===== src/hdl/lhhm_pkg.sv =====
package lhhm_pkg;

    localparam int INDEX_BITS      = 5;
    localparam int WEIGHT_OUT_BITS = 37;

    localparam logic [7:0] UPPER_A = 8'h41;
    localparam logic [7:0] UPPER_Z = 8'h5A;
    localparam logic [7:0] LOWER_A = 8'h61;
    localparam logic [7:0] LOWER_Z = 8'h7A;

    typedef struct packed {
        logic [7:0] text_byte;
        logic       end_of_text;
    } in_word_t;

    typedef struct packed {
        logic                       merge_valid;
        logic [INDEX_BITS-1:0]      kept_index;
        logic [INDEX_BITS-1:0]      retired_index;
        logic [WEIGHT_OUT_BITS-1:0] merged_weight;
        logic                       final_merge;
    } out_word_t;

    // Commands from the controller to the datapath.
    typedef struct packed {
        logic count_en;
        logic scan_en;
        logic merge_en;
        logic emit_none;
        logic clear_en;
    } ctrl_cmd_t;

    // Status from the datapath back to the controller.
    typedef struct packed {
        logic few_trees;
        logic last_pair;
        logic scan_last;
    } ctrl_status_t;

endpackage


===== src/hdl/lhhm_datapath.sv =====
module lhhm_datapath
    import lhhm_pkg::*;
#(
    parameter int COUNT_BITS    = 32,
    parameter int ALPHABET_SIZE = 26
)
(
    input  logic         clk,
    input  logic         rst_n,
    input  in_word_t     text,
    input  ctrl_cmd_t    cmd,
    output ctrl_status_t status,
    output logic         result_valid,
    output out_word_t    result
);

    localparam int IW    = $clog2(ALPHABET_SIZE);
    localparam int WB    = COUNT_BITS + 5;
    localparam int EW    = (WB > WEIGHT_OUT_BITS) ? WB : WEIGHT_OUT_BITS;
    localparam int CNT_W = $clog2(ALPHABET_SIZE + 1);

    logic [WB-1:0]    weight_reg [ALPHABET_SIZE];
    logic             active_reg [ALPHABET_SIZE];
    logic [CNT_W-1:0] tree_cnt_reg;
    logic [IW-1:0]    scan_idx_reg;

    logic [WB-1:0]    m1w_reg, m2w_reg;
    logic [IW-1:0]    m1i_reg, m2i_reg;
    logic             m1v_reg, m2v_reg;
    logic [WB-1:0]    m1w_next, m2w_next;
    logic [IW-1:0]    m1i_next, m2i_next;
    logic             m1v_next, m2v_next;

    logic             result_valid_reg;
    out_word_t        result_reg;

    // Letter decode.
    logic [7:0]    byte_v;
    logic          is_lower, is_upper;
    logic [7:0]    offset;
    logic          slot_hit;
    logic [IW-1:0] slot_idx;
    logic          count_sat;

    always_comb
    begin
        byte_v    = text.text_byte;
        is_lower  = (byte_v >= LOWER_A) && (byte_v <= LOWER_Z);
        is_upper  = (byte_v >= UPPER_A) && (byte_v <= UPPER_Z);
        offset    = is_lower ? (byte_v - LOWER_A) : (byte_v - UPPER_A);
        slot_hit  = (is_lower || is_upper) && (offset < 8'(ALPHABET_SIZE));
        slot_idx  = offset[IW-1:0];
        count_sat = slot_hit && (&weight_reg[slot_idx][COUNT_BITS-1:0]);
    end

    // Two-smallest search, one slot per cycle while scan_en is set, in ascending order. Strict
    // compares keep the lowest index on ties.
    logic [WB-1:0] cur_w;
    logic          cur_act;
    logic          h1v, h2v;

    always_comb
    begin
        cur_w    = weight_reg[scan_idx_reg];
        cur_act  = active_reg[scan_idx_reg];
        h1v      = (scan_idx_reg != '0) && m1v_reg;
        h2v      = (scan_idx_reg != '0) && m2v_reg;
        m1w_next = m1w_reg;
        m1i_next = m1i_reg;
        m1v_next = h1v;
        m2w_next = m2w_reg;
        m2i_next = m2i_reg;
        m2v_next = h2v;
        if (cur_act)
        begin
            if (!h1v || (cur_w < m1w_reg))
            begin
                m2w_next = m1w_reg;
                m2i_next = m1i_reg;
                m2v_next = h1v;
                m1w_next = cur_w;
                m1i_next = scan_idx_reg;
                m1v_next = 1'b1;
            end
            else if (!h2v || (cur_w < m2w_reg))
            begin
                m2w_next = cur_w;
                m2i_next = scan_idx_reg;
                m2v_next = 1'b1;
            end
        end
    end

    logic [WB-1:0] sum;
    logic [EW-1:0] sum_ext;
    logic [WEIGHT_OUT_BITS-1:0] sum_out;

    always_comb
    begin
        sum     = m1w_reg + m2w_reg;
        sum_ext = EW'(sum);
        sum_out = (sum_ext > EW'({WEIGHT_OUT_BITS{1'b1}})) ? {WEIGHT_OUT_BITS{1'b1}}
                                                           : sum_ext[WEIGHT_OUT_BITS-1:0];
    end

    always_ff @(posedge clk or negedge rst_n)
    begin
        if (!rst_n)
        begin
            for (int i = 0; i < ALPHABET_SIZE; i++)
            begin
                weight_reg[i] <= '0;
                active_reg[i] <= 1'b0;
            end
            tree_cnt_reg <= '0;
        end
        else if (cmd.clear_en)
        begin
            for (int i = 0; i < ALPHABET_SIZE; i++)
            begin
                weight_reg[i] <= '0;
                active_reg[i] <= 1'b0;
            end
            tree_cnt_reg <= '0;
        end
        else if (cmd.merge_en)
        begin
            weight_reg[m1i_reg] <= sum;
            weight_reg[m2i_reg] <= '0;
            active_reg[m2i_reg] <= 1'b0;
            tree_cnt_reg        <= tree_cnt_reg - CNT_W'(1);
        end
        else if (cmd.count_en && slot_hit)
        begin
            if (!count_sat)
            begin
                weight_reg[slot_idx] <= weight_reg[slot_idx] + WB'(1);
            end
            if (!active_reg[slot_idx])
            begin
                active_reg[slot_idx] <= 1'b1;
                tree_cnt_reg         <= tree_cnt_reg + CNT_W'(1);
            end
        end
    end

    always_ff @(posedge clk or negedge rst_n)
    begin
        if (!rst_n)
        begin
            scan_idx_reg <= '0;
            m1v_reg      <= 1'b0;
            m2v_reg      <= 1'b0;
        end
        else if (cmd.scan_en)
        begin
            scan_idx_reg <= (scan_idx_reg == IW'(ALPHABET_SIZE - 1)) ? '0
                                                                     : scan_idx_reg + IW'(1);
            m1v_reg      <= m1v_next;
            m2v_reg      <= m2v_next;
        end
    end

    always_ff @(posedge clk)
    begin
        if (cmd.scan_en)
        begin
            m1w_reg <= m1w_next;
            m1i_reg <= m1i_next;
            m2w_reg <= m2w_next;
            m2i_reg <= m2i_next;
        end
    end

    always_ff @(posedge clk or negedge rst_n)
    begin
        if (!rst_n)
        begin
            result_valid_reg <= 1'b0;
        end
        else
        begin
            result_valid_reg <= cmd.merge_en || cmd.emit_none;
        end
    end

    always_ff @(posedge clk)
    begin
        if (cmd.merge_en)
        begin
            result_reg.merge_valid   <= 1'b1;
            result_reg.kept_index    <= INDEX_BITS'(m1i_reg);
            result_reg.retired_index <= INDEX_BITS'(m2i_reg);
            result_reg.merged_weight <= sum_out;
            result_reg.final_merge   <= (tree_cnt_reg == CNT_W'(2));
        end
        else if (cmd.emit_none)
        begin
            result_reg.merge_valid   <= 1'b0;
            result_reg.kept_index    <= '0;
            result_reg.retired_index <= '0;
            result_reg.merged_weight <= '0;
            result_reg.final_merge   <= 1'b1;
        end
    end

    assign status.few_trees = (tree_cnt_reg < CNT_W'(2));
    assign status.last_pair = (tree_cnt_reg == CNT_W'(2));
    assign status.scan_last = (scan_idx_reg == IW'(ALPHABET_SIZE - 1));
    assign result_valid     = result_valid_reg;
    assign result           = result_reg;

endmodule


===== src/hdl/lhhm_ctrl.sv =====
module lhhm_ctrl
    import lhhm_pkg::*;
(
    input  logic         clk,
    input  logic         rst_n,
    input  logic         start,
    input  logic         end_of_text,
    input  ctrl_status_t status,
    output ctrl_cmd_t    cmd,
    output logic         busy
);

    localparam logic [2:0] ST_IDLE  = 3'd0;
    localparam logic [2:0] ST_CHECK = 3'd1;
    localparam logic [2:0] ST_SCAN  = 3'd2;
    localparam logic [2:0] ST_MERGE = 3'd3;
    localparam logic [2:0] ST_CLEAR = 3'd4;

    logic [2:0] state_reg, state_next;

    always_comb
    begin
        state_next = state_reg;
        cmd        = '0;
        unique case (state_reg)
            ST_IDLE:
            begin
                if (start)
                begin
                    cmd.count_en = 1'b1;
                    if (end_of_text)
                    begin
                        state_next = ST_CHECK;
                    end
                end
            end
            ST_CHECK:
            begin
                if (status.few_trees)
                begin
                    cmd.emit_none = 1'b1;
                    state_next    = ST_CLEAR;
                end
                else
                begin
                    state_next = ST_SCAN;
                end
            end
            ST_SCAN:
            begin
                cmd.scan_en = 1'b1;
                if (status.scan_last)
                begin
                    state_next = ST_MERGE;
                end
            end
            ST_MERGE:
            begin
                cmd.merge_en = 1'b1;
                state_next   = status.last_pair ? ST_CLEAR : ST_SCAN;
            end
            ST_CLEAR:
            begin
                cmd.clear_en = 1'b1;
                state_next   = ST_IDLE;
            end
            default:
            begin
                state_next = ST_IDLE;
            end
        endcase
    end

    always_ff @(posedge clk or negedge rst_n)
    begin
        if (!rst_n)
        begin
            state_reg <= ST_IDLE;
        end
        else
        begin
            state_reg <= state_next;
        end
    end

    assign busy = (state_reg != ST_IDLE);

endmodule


===== src/hdl/letter_histogram_huffman_merge.sv =====
// Counts the letters A-Z of a byte stream without regard to case and, after the
// word marked end_of_text, emits the Huffman merges over the letters seen, one
// result word per merge with final_merge set on the last one (or a single word
// with merge_valid clear when fewer than two letters were seen). Results appear
// for exactly one cycle with result_valid high and cannot be stalled, so the
// receiver must take every word as it comes. While counting, one byte is taken
// per cycle. After the last byte the block stays busy for the merge run: a check
// state, then per merge a scan of the weight table, one slot per cycle, that
// finds the two smallest trees, then the merge itself, and last a state that
// clears the table.
module letter_histogram_huffman_merge
    import lhhm_pkg::*;
#(
    parameter int COUNT_BITS    = 32,
    parameter int ALPHABET_SIZE = 26
)
(
    input  logic      clk,
    input  logic      rst_n,
    input  logic      start,
    output logic      busy,
    input  in_word_t  text,
    output logic      result_valid,
    output out_word_t result
);

    ctrl_cmd_t    cmd;
    ctrl_status_t status;

    lhhm_ctrl u_ctrl (
        .clk         (clk),
        .rst_n       (rst_n),
        .start       (start),
        .end_of_text (text.end_of_text),
        .status      (status),
        .cmd         (cmd),
        .busy        (busy)
    );

    lhhm_datapath #(
        .COUNT_BITS    (COUNT_BITS),
        .ALPHABET_SIZE (ALPHABET_SIZE)
    ) u_datapath (
        .clk          (clk),
        .rst_n        (rst_n),
        .text         (text),
        .cmd          (cmd),
        .status       (status),
        .result_valid (result_valid),
        .result       (result)
    );

endmodule


===== config.mk =====
export PLATFORM = sky130hd
export DESIGN_NAME = letter_histogram_huffman_merge
export DESIGN_NICKNAME = d
export VERILOG_FILES = /design/src/hdl/lhhm_pkg.sv /design/src/hdl/lhhm_datapath.sv /design/src/hdl/lhhm_ctrl.sv /design/src/hdl/letter_histogram_huffman_merge.sv
export SDC_FILE = /design/constraint.sdc
export NUM_CORES = 2
export LEC_CHECK = 0
export BUFFER_PORTS_ARGS = -buffer_cell sky130_fd_sc_hd__buf_2
export CAP_MARGIN = 10
export CORE_MARGIN = 2
export CORE_UTILIZATION = 25
export CTS_CLUSTER_SIZE = 40
export DETAILED_ROUTE_END_ITERATION = 6
export PLACE_DENSITY_LB_ADDON = 0.25
export SYNTH_ARGS = -nofsm -noshare
export SYNTH_HDL_FRONTEND = slang
export SYNTH_SLANG_ARGS = --single-unit

===== constraint.sdc =====
create_clock -name clk -period 14.55 [get_ports clk]
set_input_delay 1.455 -clock clk [delete_from_list [all_inputs] [get_ports clk]]
set_output_delay 1.455 -clock clk [all_outputs]
set_load 0.1 [all_outputs]

==> run metrics <==
Peak VDD IR around 310 µV; Final min period 9.36 ns; DIE AREA 347000 µm²; Vias/cell 6.21; Post-CTS Setup Bufs 0; hold crit path type flip-flop to flip-flop; total congestion overflow 0; endpoints failing setup 0; design area 96000 µm²; Least-Margin Pin Slew 1.35 ns; top_reg_cell synth dfrtp_1; vias in the first global route 83703; unrepaired setup endpoints after global routing false; pwr/cell area approximately 240 nW/µm²; DRT Wirelength 472000 µm; Routed Antenna Nets 0; height of the die roughly 600 µm; Post-Syn Area per Cell around 8 µm²; initial antenna violation count 29; register clock-pin slew on the reported worst setup and hold paths roughly 0.06 ns; Rel. slew slack 0.103; Final Cycle Share 0.643; Synth Warn # 0; Post-DP HPWL 316000 µm; synthesized netlist cell count 10399; pin count of the biggest net entering global routing 202; cell area after synthesis about 86000 µm²; Hold Path Depth 2; final std cells w/o fill 14553; post-cts gate resize count 0; Distinct cells, synth 98; Worst Setup End Kind flip-flop; cts bufs inserted 153; sequential area share after synthesis 0.340; Top Ports 63; # hold bufs at CTS 0; DR pass1 iterations 7; placed cell area 91200 µm²; number of synthesized flops with an enable pin 132; Iter 0 DRT Violations 14110; root buf cell clkbuf_16; WS Path Type input port to flip-flop; synthesized net count 10532; Slew Limit Fails 0; wire length per cell about 32 µm; H-tree Lvls 4; total chip power between 20 and 25 mW; Largest register FFs 962; crit path DAT 10.10 ns; first-pass GRT wire length 658000 µm; port bufs 62; asr flop ratio synth 0.883; Core Region 340000 µm²; layout cells sized above 1 0.146; DRC viols 0; Req. time, crit path 15.29 ns; Max-cap violations 0; routed vias ~90000; LEAKAGE about 36 nW; clk sinks 1137; later-pin clock latency in the skew report 0.87 ns; # rows 214; Layout Skew 0.0468 ns; synthesized flop and latch total 1137; endpoints failing hold 0; nets@finish 10036; Cells after DPL 14284; Max Fclk 107 MHz; Initial Util 0.251; Die X slightly below 600 µm; Final TNS setup 0 ns; Final GP Congestion ~1.0; GRT Util Overall 0.261; Reg2Reg Depth 16; Crit Path Max Fanout 53; Synth-to-Final Area Change 12.2%; status finished, final reports clean; Max Buffers Root-to-Sink 4; crit start category input port; CTS tree done
-- critical path, stage by stage --
cell and delay [ns]:
buf_8 0.29, buf_4 0.62, buf_4 0.92, buf_4 0.82, buf_4 0.60, mux4_2 0.36
nor2_1 0.10, o22ai_1 0.34, o311ai_1 0.33, nor4_2 0.54, nand4_1 0.60, o31ai_4 0.38
buf_4 0.79, nor2_1 0.29, nor2_4 1.01, nor3_1 0.16, a21o_1 0.21
-- final timing paths --
kind | startpoint | to | slack [ns]
worst max-delay path | text[1] | u_datapath.weight_reg[774] | 5.19
worst min-delay path | u_datapath.tree_cnt_reg[2] | u_datapath.tree_cnt_reg[2] | 0.51
worst max register to register | u_datapath.scan_idx_reg[0] | u_datapath.m2w_reg[12] | 5.78
worst min register to register | u_datapath.tree_cnt_reg[2] | u_datapath.tree_cnt_reg[2] | 0.51
max in group asynchronous | rst_n | u_datapath.weight_reg[882] | 11.65
min in group asynchronous | rst_n | u_datapath.weight_reg[116] | 0.63
-- cells in the final DEF (no fill, tap or decap), drive strengths merged, types with 37 or more instances in the layout --
master	Yosys	final
a211oi	71	71
buf	280	430
inv	110	113
nand3	392	392
o311ai	45	45
dfrtp	1004	1004
xor2	37	37
ha	119	119
nand2	1682	1682
o41ai	60	60
mux4	441	441
clkbuf	796	217
a311oi	37	37
nor2	844	844
a21o	70	70
mux2i	225	225
o22ai	69	69
mux2	66	66
o31ai	388	388
edfxtp	132	132
a21oi	1541	1541
nor3	79	79
o21ai	1209	1209
nand4	76	76
a31oi	158	158
xnor2	39	39
-- stage by stage --
stage / worst slack, ns / utilization / hold slack (ns)
3_3_place_gp: 4.52 / 0.268 / 0.486
6_report: 5.19 / 0.282 / 0.507
5_1_grt: 4.82 / 0.282 / 0.517
4_1_cts: 5.36 / 0.282 / 0.503
3_5_place_dp: 4.45 / 0.268 / 0.492
2_1_floorplan: 6.70 / - / 0.453
-- cells in the mapped netlist (30+ instances only) --
master	count	area, µm²
clkbuf_1	790	2970
inv_1	110	413
buf_2	156	781
o21ai_0	1162	5820
or4_1	32	240
a211oi_1	71	533
dfrtp_1	1004	25100
ha_1	119	1490
mux4_2	432	9730
o311ai_0	38	333
o41ai_1	60	526
o31ai_1	387	2910
and2_1	30	188
a311oi_1	37	324
a21oi_1	1539	7700
xor2_1	37	324
a21o_1	70	526
buf_1	57	214
buf_6	34	383
nand3_1	391	1960
edfxtp_1	132	3960
nand2_1	1682	6310
a31oi_1	158	988
nand4_1	74	463
mux2_2	66	743
xnor2_1	38	333
o21ai_1	47	235
o22ai_1	69	432
nor3_1	77	385
buf_4	31	233
mux2i_1	225	2250
nor2_1	826	3100
-- report_power, final --
group          switching, mW  total, mW  internal [mW]
combinational           10.1       13.8           3.72
sequential              1.16       5.44           4.27
clock                   1.66       3.87           2.21
total                   12.9       23.1           10.2
-- layout make-up --
type | count | area, µm²
clock buffers | 217 | 4450
inverters | 113 | 434
diodes | 11 | 27.5
fillers | 35914 | 244000
repair buffers | 430 | 3240
well taps | 4536 | 5680
clock inverters | 41 | 348
multi-input cells | 8068 | 52700
flip-flops and latches | 1137 | 29100
-- layer usage --
| layer | vias to the layer above | share of wire | global-route usage |
|---|---|---|---|
| met5 | - | 0.00041 | 0 |
| met4 | 16 | 0.053 | 0.119 |
| met3 | 1206 | 0.14 | 0.107 |
| met2 | 6928 | 0.42 | 0.378 |
| met1 | 45028 | 0.38 | 0.336 |
| li1 | 37215 | - | - |
-- cell families (layout without fill, tap and decap cells) --
kind of cell | count (synthesis) | after routing | share of synthesized area
buf+inv | 1194 | 801 | 0.0602
mux | 732 | 732 | 0.151
simple gates | 3303 | 3303 | 0.164
compound gates | 3836 | 3836 | 0.258
flops | 1137 | 1137 | 0.340
other cells | 0 | 11 | 0
fa+ha+maj | 121 | 121 | 0.0179
xor+xnor | 76 | 76 | 0.00787
No activity file was read; power rests on OpenSTA's default activity.
